## src/hdl/frt_pkg.sv

```systemverilog
`timescale 1ns / 1ps
`default_nettype none

package frt_pkg;

	// Field widths of table entries, cell commands and sweep tokens
	localparam int unsigned MAP_W   = 64;
	localparam int unsigned CNT_W   = 7;
	localparam int unsigned BYTES_W = 16;
	localparam int unsigned HELD_W  = 18;
	localparam int unsigned POS_W   = 6;
	localparam int unsigned LEN_W   = 10;
	localparam int unsigned IDX_W   = 6;

	// Request opcodes
	localparam logic [1:0] OP_ACCEPT = 2'd0;
	localparam logic [1:0] OP_QUERY  = 2'd1;
	localparam logic [1:0] OP_TAKE   = 2'd2;

	// Result codes
	localparam logic [2:0] RES_REJECT   = 3'd0;
	localparam logic [2:0] RES_DUP      = 3'd1;
	localparam logic [2:0] RES_NEW      = 3'd2;
	localparam logic [2:0] RES_COMPLETE = 3'd3;
	localparam logic [2:0] RES_FOUND    = 3'd4;
	localparam logic [2:0] RES_NOTFOUND = 3'd5;

	// Configuration register indexes
	localparam logic [1:0] CFG_TTL       = 2'd0;
	localparam logic [1:0] CFG_MAX_ENT   = 2'd1;
	localparam logic [1:0] CFG_MAX_BYTES = 2'd2;

	// Commands broadcast to every cell
	localparam logic [3:0] CELL_NOP      = 4'd0;
	localparam logic [3:0] CELL_EXPIRE   = 4'd1;
	localparam logic [3:0] CELL_OLDEST   = 4'd2;
	localparam logic [3:0] CELL_SHIFT    = 4'd3;
	localparam logic [3:0] CELL_LOOKUP   = 4'd4;
	localparam logic [3:0] CELL_INSERT   = 4'd5;
	localparam logic [3:0] CELL_UPDATE   = 4'd6;
	localparam logic [3:0] CELL_KILL_POS = 4'd7;
	localparam logic [3:0] CELL_KILL_TGT = 4'd8;

	typedef struct packed {
		logic               valid;
		logic               tgt;
		logic [31:0]        origin;
		logic [31:0]        msg_id;
		logic [31:0]        dest;
		logic [CNT_W-1:0]   count;
		logic [7:0]         flags;
		logic [MAP_W-1:0]   have;
		logic [31:0]        first;
		logic [BYTES_W-1:0] bytes;
	} frt_entry_t;

	typedef struct packed {
		logic [3:0]         op;
		logic               skip_tgt;
		logic [31:0]        now;
		logic [31:0]        ttl;
		logic [31:0]        origin;
		logic [31:0]        msg_id;
		logic [31:0]        dest;
		logic [CNT_W-1:0]   total;
		logic [7:0]         flags;
		logic [IDX_W-1:0]   idx;
		logic [LEN_W-1:0]   len;
		logic [POS_W-1:0]   pos;
	} frt_cmd_t;

	typedef struct packed {
		logic               active;
		logic               found;
		logic [31:0]        first;
		logic [POS_W-1:0]   pos;
		logic [BYTES_W-1:0] bytes;
		logic [HELD_W-1:0]  acc_bytes;
		logic [CNT_W-1:0]   acc_cnt;
	} frt_tok_t;

	// Bitmap with the low cnt bits set
	function automatic logic [MAP_W-1:0] full_map(input logic [CNT_W-1:0] cnt);
		logic [MAP_W-1:0] m;
		if (cnt >= CNT_W'(MAP_W)) begin
			m = '1;
		end else begin
			m = ~({MAP_W{1'b1}} << cnt);
		end
		return m;
	endfunction

endpackage

`default_nettype wire

```

## src/hdl/frt_cell.sv

```systemverilog
`timescale 1ns / 1ps
`default_nettype none

module frt_cell #(
	parameter int unsigned POS = 0
) (
	input  wire logic              clk,
	input  wire logic              arst_n,
	input  wire frt_pkg::frt_cmd_t cmd,
	input  wire frt_pkg::frt_tok_t tok_in,
	output frt_pkg::frt_tok_t      tok_out,
	input  wire frt_pkg::frt_entry_t above,
	input  wire logic              below_valid,
	output frt_pkg::frt_entry_t    entry
);

	frt_pkg::frt_entry_t entry_q;
	frt_pkg::frt_tok_t   tok_q;
	frt_pkg::frt_tok_t   tok_nxt;
	logic [31:0]         age;
	logic [31:0]         diff;
	logic                expired;
	logic                consider;
	logic                replace;
	logic                key_hit;
	logic                here;

	assign entry   = entry_q;
	assign tok_out = tok_q;
	assign here    = (cmd.pos == frt_pkg::POS_W'(POS));

	// Work out this cell's share of a sweep
	always_comb begin
		age      = cmd.now - entry_q.first;
		diff     = entry_q.first - tok_in.first;
		expired  = entry_q.valid && (age >= cmd.ttl);
		consider = entry_q.valid && !(cmd.skip_tgt && entry_q.tgt);
		replace  = consider && (!tok_in.found || diff[31]);
		key_hit  = entry_q.valid && (entry_q.origin == cmd.origin)
			&& (entry_q.msg_id == cmd.msg_id);
		tok_nxt  = tok_in;
		if (cmd.op == frt_pkg::CELL_EXPIRE && expired) begin
			tok_nxt.acc_bytes = tok_in.acc_bytes + frt_pkg::HELD_W'(entry_q.bytes);
			tok_nxt.acc_cnt   = tok_in.acc_cnt + frt_pkg::CNT_W'(1);
		end
		if (cmd.op == frt_pkg::CELL_OLDEST && replace) begin
			tok_nxt.found = 1'b1;
			tok_nxt.first = entry_q.first;
			tok_nxt.pos   = frt_pkg::POS_W'(POS);
			tok_nxt.bytes = entry_q.bytes;
		end
	end

	// Hand the sweep token to the next cell
	always_ff @(posedge clk or negedge arst_n) begin
		if (!arst_n) begin
			tok_q <= '0;
		end else if (tok_in.active) begin
			tok_q <= tok_nxt;
		end else begin
			tok_q <= '0;
		end
	end

	// Update the held entry
	always_ff @(posedge clk or negedge arst_n) begin
		if (!arst_n) begin
			entry_q.valid <= 1'b0;
			entry_q.tgt   <= 1'b0;
		end else begin
			case (cmd.op)
				frt_pkg::CELL_EXPIRE: begin
					if (tok_in.active && expired) begin
						entry_q.valid <= 1'b0;
						entry_q.tgt   <= 1'b0;
					end
				end
				frt_pkg::CELL_SHIFT: begin
					if (!entry_q.valid) begin
						entry_q <= above;
					end else if (!below_valid) begin
						entry_q.valid <= 1'b0;
						entry_q.tgt   <= 1'b0;
					end
				end
				frt_pkg::CELL_LOOKUP: begin
					entry_q.tgt <= key_hit;
				end
				frt_pkg::CELL_INSERT: begin
					if (here) begin
						entry_q.valid  <= 1'b1;
						entry_q.tgt    <= 1'b1;
						entry_q.origin <= cmd.origin;
						entry_q.msg_id <= cmd.msg_id;
						entry_q.dest   <= cmd.dest;
						entry_q.count  <= cmd.total;
						entry_q.flags  <= cmd.flags;
						entry_q.have   <= '0;
						entry_q.first  <= cmd.now;
						entry_q.bytes  <= '0;
					end
				end
				frt_pkg::CELL_UPDATE: begin
					if (entry_q.tgt) begin
						entry_q.bytes <= entry_q.bytes + frt_pkg::BYTES_W'(cmd.len);
						entry_q.have  <= entry_q.have
							| (frt_pkg::MAP_W'(1) << cmd.idx);
						entry_q.flags <= entry_q.flags | cmd.flags;
					end
				end
				frt_pkg::CELL_KILL_POS: begin
					if (here) begin
						entry_q.valid <= 1'b0;
						entry_q.tgt   <= 1'b0;
					end
				end
				frt_pkg::CELL_KILL_TGT: begin
					if (entry_q.tgt) begin
						entry_q.valid <= 1'b0;
						entry_q.tgt   <= 1'b0;
					end
				end
				default: begin
				end
			endcase
		end
	end

endmodule

`default_nettype wire

```

## config.mk

```make
export PLATFORM = sky130hd
export DESIGN_NAME = frt_cell
export DESIGN_NICKNAME = d
export VERILOG_FILES = /design/src/hdl/frt_pkg.sv /design/src/hdl/frt_cell.sv
export SDC_FILE = /design/constraint.sdc
export NUM_CORES = 1
export LEC_CHECK = 0
export BUFFER_PORTS_ARGS = -buffer_cell sky130_fd_sc_hd__buf_2
export CAP_MARGIN = 25
export CELL_PAD_IN_SITES_DETAIL_PLACEMENT = 1
export CELL_PAD_IN_SITES_GLOBAL_PLACEMENT = 2
export CORE_ASPECT_RATIO = 0.6
export CORE_MARGIN = 2
export CORE_UTILIZATION = 25
export DETAILED_ROUTE_END_ITERATION = 7
export PLACE_DENSITY = 0.84
export SLEW_MARGIN = 20
export SYNTH_ARGS = -nofsm -noshare
export SYNTH_HDL_FRONTEND = slang
export SYNTH_SLANG_ARGS = --single-unit
```

## constraint.sdc

```tcl
create_clock -name clk -period 10.2 [get_ports clk]
set_clock_uncertainty 0.2 [all_clocks]
set_input_delay 1.02 -clock clk [delete_from_list [all_inputs] [get_ports clk]]
set_output_delay 1.02 -clock clk [all_outputs]
set_load 0.03 [all_outputs]
```

==> report_table.html <==
<table>
<tr><th>Metric</th><th>Value</th></tr>
<tr><th colspan="2">Floorplan</th></tr>
<tr><td>Core Area</td><td>approximately 81,000 sq um</td></tr>
<tr><td>Count of boundary I/O pins</td><td>817</td></tr>
<tr><td>Vert. Die Dim</td><td>roughly 230 um</td></tr>
<tr><td>Number of rows created at floorplan</td><td>slightly above 80</td></tr>
<tr><td>Effective utilization at floorplan</td><td>approximately a quarter</td></tr>
<tr><td>Area enclosed by the die boundary</td><td>84,600 sq um</td></tr>
<tr><td>Die Width</td><td>roughly 370 um</td></tr>
<tr><th colspan="2">Global routing</th></tr>
<tr><td>Initial antenna violation count</td><td>24</td></tr>
<tr><td>Grt ovf</td><td>0</td></tr>
<tr><td>GRT Util Overall</td><td>22.5%</td></tr>
<tr><td>Vias in the first global route</td><td>approximately 22,000</td></tr>
<tr><td>Maximum number of pins on one net before global-route repair</td><td>136</td></tr>
<tr><td>Global-route wire length before repair</td><td>~140,000 um</td></tr>
<tr><th colspan="2">Pwr</th></tr>
<tr><td>Share of power burned in combinational logic</td><td>a little over a fifth</td></tr>
<tr><td>Share of total power consumed by net switching</td><td>roughly a third</td></tr>
<tr><td>Part of the total power dissipated in the clock network</td><td>approximately two fifths</td></tr>
<tr><td>Max VDD drop</td><td>around 0.000088 V</td></tr>
<tr><td>Internal power consumption</td><td>~0.0025 W</td></tr>
<tr><td>Sequential cell fraction of total power</td><td>38.5%</td></tr>
<tr><td>Switching Power</td><td>about 0.0012 W</td></tr>
<tr><td>Static Leak</td><td>~12 nW</td></tr>
<tr><td>Power per cell area</td><td>between 100 and 150 nW/um^2</td></tr>
<tr><th colspan="2">Yosys</th></tr>
<tr><td>Cells after synthesis</td><td>approximately 2,400</td></tr>
<tr><td>Synth cell types</td><td>slightly above 80</td></tr>
<tr><td>Dominant cell type by area after synthesis</td><td>sky130_fd_sc_hd__edfxtp_1</td></tr>
<tr><td>Most used standard cells in the synthesized netlist</td><td>563 x sky130_fd_sc_hd__nand2_1, 223 x sky130_fd_sc_hd__edfxtp_1, 168 x sky130_fd_sc_hd__a21oi_1, 149 x sky130_fd_sc_hd__nor3_1, 142 x sky130_fd_sc_hd__inv_1</td></tr>
<tr><td>Post-synth EDFFs</td><td>roughly 220</td></tr>
<tr><td>Post-synthesis instance area</td><td>20,600 sq um</td></tr>
<tr><td>Post-Synthesis Mean Instance Area</td><td>around 8.6 sq um</td></tr>
<tr><td>Syn. warnings</td><td>0</td></tr>
<tr><td>Sequential-to-total area share from yosys stat</td><td>approximately 43%</td></tr>
<tr><td>Synthesized netlist net count</td><td>between 3,000 and 4,000</td></tr>
<tr><td>Largest cells by area after synthesis</td><td>sky130_fd_sc_hd__edfxtp_1 33%, sky130_fd_sc_hd__nand2_1 10%, sky130_fd_sc_hd__dfrtp_1 10%, sky130_fd_sc_hd__ha_1 7.3%, sky130_fd_sc_hd__a21oi_1 4.1%</td></tr>
<tr><td>Commonest register cell after synthesis</td><td>sky130_fd_sc_hd__edfxtp_1</td></tr>
<tr><td>Share of the synthesized area in the top cell type</td><td>32.6%</td></tr>
<tr><td>Most common cell in the netlist</td><td>sky130_fd_sc_hd__nand2_1</td></tr>
<tr><td>Flip-flop and latch count after synthesis</td><td>between 300 and 400</td></tr>
<tr><td>Async set-or-reset flop fraction in the synthesized netlist</td><td>approximately 27%</td></tr>
<tr><th colspan="2">Drt</th></tr>
<tr><td>Number of nets with antenna violations after routing</td><td>0</td></tr>
<tr><td>Average wire length per cell after detail routing</td><td>~23 um</td></tr>
<tr><td>Remaining routing DRC violations</td><td>0</td></tr>
<tr><td>Overall via count from detail_route</td><td>approximately 22,000</td></tr>
<tr><td>Drt first pass iters</td><td>5</td></tr>
<tr><td>Avg Vias per Cell</td><td>roughly 5.1</td></tr>
<tr><td>Aggregate routed wire length</td><td>99,000 um</td></tr>
<tr><td>Detailed Route Iter0 Violations</td><td>between 1,500 and 2,000</td></tr>
<tr><th colspan="2">Placement</th></tr>
<tr><td>Placed Instances</td><td>roughly 4,200</td></tr>
<tr><td>Pre-CTS setup slack</td><td>between 3 and 4 ns</td></tr>
<tr><td>DPL Wire Length</td><td>77,200 um</td></tr>
<tr><td>Final Wtd Congestion</td><td>0.886</td></tr>
<tr><td>Count of buffers inserted at the top-level ports</td><td>about 820</td></tr>
<tr><th colspan="2">Clock network</th></tr>
<tr><td>Insertion delay of the later-clocked pin in the worst-skew pair</td><td>around 0.57 ns</td></tr>
<tr><td>CTS H-tree depth</td><td>2</td></tr>
<tr><td>Post_cts resized</td><td>0</td></tr>
<tr><td>Setup bufs post-CTS</td><td>0</td></tr>
<tr><td>Clock Pin Slew Worst Setup and Hold Paths</td><td>~0.070 ns</td></tr>
<tr><td>Root Buffer Master</td><td>sky130_fd_sc_hd__clkbuf_16</td></tr>
<tr><td>CTS hold repair buffers</td><td>0</td></tr>
<tr><td>Number of sinks handled by clock tree synthesis</td><td>approximately 310</td></tr>
<tr><td>CTS buffer count</td><td>37</td></tr>
<tr><td>Clk buf depth</td><td>3</td></tr>
<tr><td>CTS tree</td><td>yes</td></tr>
<tr><th colspan="2">Status</th></tr>
<tr><td>Run status</td><td>finished, final reports clean</td></tr>
<tr><th colspan="2">STA</th></tr>
<tr><td>Pin slew with the least headroom to its limit</td><td>approximately 1.1 ns</td></tr>
<tr><td>Worst slew slack as a fraction of its limit</td><td>between 20 and 30%</td></tr>
<tr><td>Finish-stage setup viols</td><td>0</td></tr>
<tr><td>Max Slew Vio Count</td><td>0</td></tr>
<tr><td>RSZ-0062 raised after global routing</td><td>false</td></tr>
<tr><td>Final worst setup slack</td><td>between 4 and 5 ns</td></tr>
<tr><td>Minimum clock period</td><td>between 5 and 6 ns</td></tr>
<tr><td>Final cycle utilization of the critical path</td><td>between 50% and 60%</td></tr>
<tr><td>Count of endpoints failing hold in the final timing report</td><td>0</td></tr>
<tr><td>Post-route setup TNS</td><td>0 ns</td></tr>
<tr><td>Final hold slack</td><td>0.225 ns</td></tr>
<tr><td>Achievable frequency</td><td>around 170 MHz</td></tr>
<tr><th colspan="2">Worst setup path</th></tr>
<tr><td>Worst r2r src</td><td>entry[16]</td></tr>
<tr><td>R2R setup slack</td><td>about 4.3 ns</td></tr>
<tr><td>Worst Reg2Reg Path Length in Cells</td><td>20</td></tr>
<tr><td>Critical path start-end classification</td><td>input pin to flop</td></tr>
<tr><td>CP Launch Type</td><td>input pin</td></tr>
<tr><td>Crit end category</td><td>flop</td></tr>
<tr><td>Required time of the worst setup path</td><td>between 10 and 15 ns</td></tr>
<tr><td>Critical path launch point</td><td>cmd[165]</td></tr>
<tr><td>Worst EP arrival</td><td>6.18 ns</td></tr>
<tr><td>Largest fanout of any net on the critical path</td><td>12</td></tr>
<tr><th colspan="2">Cells and area</th></tr>
<tr><td>Share of the core filled with cells</td><td>between 30% and 40%</td></tr>
<tr><td>Area grow syn2layout</td><td>31.5%</td></tr>
<tr><td>Final #Nets</td><td>3,752</td></tr>
<tr><td>Count of non-filler cells in the finished layout</td><td>4,233</td></tr>
<tr><td>Share of final-layout standard cells stronger than drive strength 1</td><td>about 30%</td></tr>
<tr><td>Fill cells</td><td>approximately 9,900</td></tr>
<tr><th colspan="2">Min path</th></tr>
<tr><td>Min-Delay Path Class</td><td>input pin to asynchronous set/reset pin</td></tr>
<tr><th colspan="2">Run</th></tr>
<tr><td>Maximum capacitance violations</td><td>0</td></tr>
</table>
per-layer routing:
| layer | wire (um) | global-route usage [%] | vias up |
|---|---|---|---|
| li1 | - | - | 10100 |
| met1 | 43700 | 30.1 | 10600 |
| met2 | 45800 | 36.4 | 725 |
| met3 | 7380 | 5.79 | 129 |
| met4 | 2020 | 4.86 | 24 |
| met5 | 173 | 0 | - |
metrics by stage:
| step | total power (W) | area (sq um) |
|---|---|---|
| floorplan | 0.00191 | 20600 |
| detailed placement | 0.00224 | 25700 |
| global placement | 0.00223 | 25700 |
| CTS | 0.00374 | 27000 |
| finish | 0.00371 | 27000 |
| global route | 0.00388 | 27000 |
cells in the final DEF (no fill, tap or decap), types with 25 or more instances in the layout:
cell type,n
sky130_fd_sc_hd__clkbuf_16,38
sky130_fd_sc_hd__xor2_1,30
sky130_fd_sc_hd__edfxtp_1,223
sky130_fd_sc_hd__inv_1,141
sky130_fd_sc_hd__a21oi_1,168
sky130_fd_sc_hd__a41oi_1,95
sky130_fd_sc_hd__dfrtp_1,83
sky130_fd_sc_hd__nor3_1,146
sky130_fd_sc_hd__o21ai_0,131
sky130_fd_sc_hd__a21o_1,25
sky130_fd_sc_hd__xnor2_1,51
sky130_fd_sc_hd__nand2_1,563
sky130_fd_sc_hd__buf_2,815
sky130_fd_sc_hd__a31oi_1,60
sky130_fd_sc_hd__ha_1,120
sky130_fd_sc_hd__and3_1,33
sky130_fd_sc_hd__nor2_1,91
area by class of cell:
cell class / count / area, sq um / area share (%)
multi-input combinational: 1789 / 10800 / 39.8
sequential: 306 / 8770 / 32.4
timing repair buffer: 842 / 4310 / 15.9
tap: 1079 / 1350 / 4.99
clock buffer: 50 / 1050 / 3.87
inverter: 142 / 533 / 1.97
clock inverter: 16 / 248 / 0.916
antenna: 9 / 22.5 / 0.0833
worst max-delay path, stage by stage:
cell	delay [ns]
sky130_fd_sc_hd__buf_2	0.10
sky130_fd_sc_hd__inv_1	0.06
sky130_fd_sc_hd__ha_1	0.17
sky130_fd_sc_hd__inv_1	0.06
sky130_fd_sc_hd__fa_1	0.43
sky130_fd_sc_hd__a211oi_1	0.28
sky130_fd_sc_hd__nor2_1	0.18
sky130_fd_sc_hd__o311ai_4	0.40
sky130_fd_sc_hd__a41oi_2	0.26
sky130_fd_sc_hd__a221oi_2	0.45
sky130_fd_sc_hd__o21ai_2	0.14
sky130_fd_sc_hd__a31oi_1	0.24
sky130_fd_sc_hd__xnor2_1	0.11
sky130_fd_sc_hd__ha_1	0.30
sky130_fd_sc_hd__nand4_1	0.15
sky130_fd_sc_hd__or3_1	0.35
sky130_fd_sc_hd__o221ai_1	0.27
sky130_fd_sc_hd__a31oi_2	0.15
sky130_fd_sc_hd__nor2_2	0.55
sky130_fd_sc_hd__buf_8	0.24
sky130_fd_sc_hd__mux2i_1	0.20
sky130_fd_sc_hd__nor2_1	0.07
logic make-up (layout without fill, tap and decap cells):
kind of cell / count (synthesis) / count (layout) / share of synthesized area (%)
mux: 18 / 18 / 0.882
buf+inv: 293 / 1050 / 5.54
simple gates: 959 / 959 / 20.4
xor+xnor: 83 / 83 / 3.53
flops: 306 / 306 / 42.7
other cells: 0 / 9 / 0
compound gates: 606 / 606 / 19.4
fa+ha+maj: 123 / 123 / 7.59
state kept, by name, summed over array words and instances (netlist names):
name / flops
entry: 225
tok_out: 81
power groups by stage:
stage	Combinational, W	Sequential, W	Clock (W)
detailed placement	0.000792	0.00145	0
finish	0.000795	0.00143	0.00149
global placement	0.000777	0.00145	0
CTS	0.000796	0.00143	0.00152
global route	0.000874	0.00143	0.00157
floorplan	0.000376	0.00154	0
final timing paths:
path / to
setup / recovery: tok_out[19]
hold / removal: tok_out[71]
setup reg to reg: tok_out[19]
hold reg to reg: entry[61]
max in group asynchronous: tok_out[48]
min in group clk: entry[61]
Power figures use the tool's default switching activity.
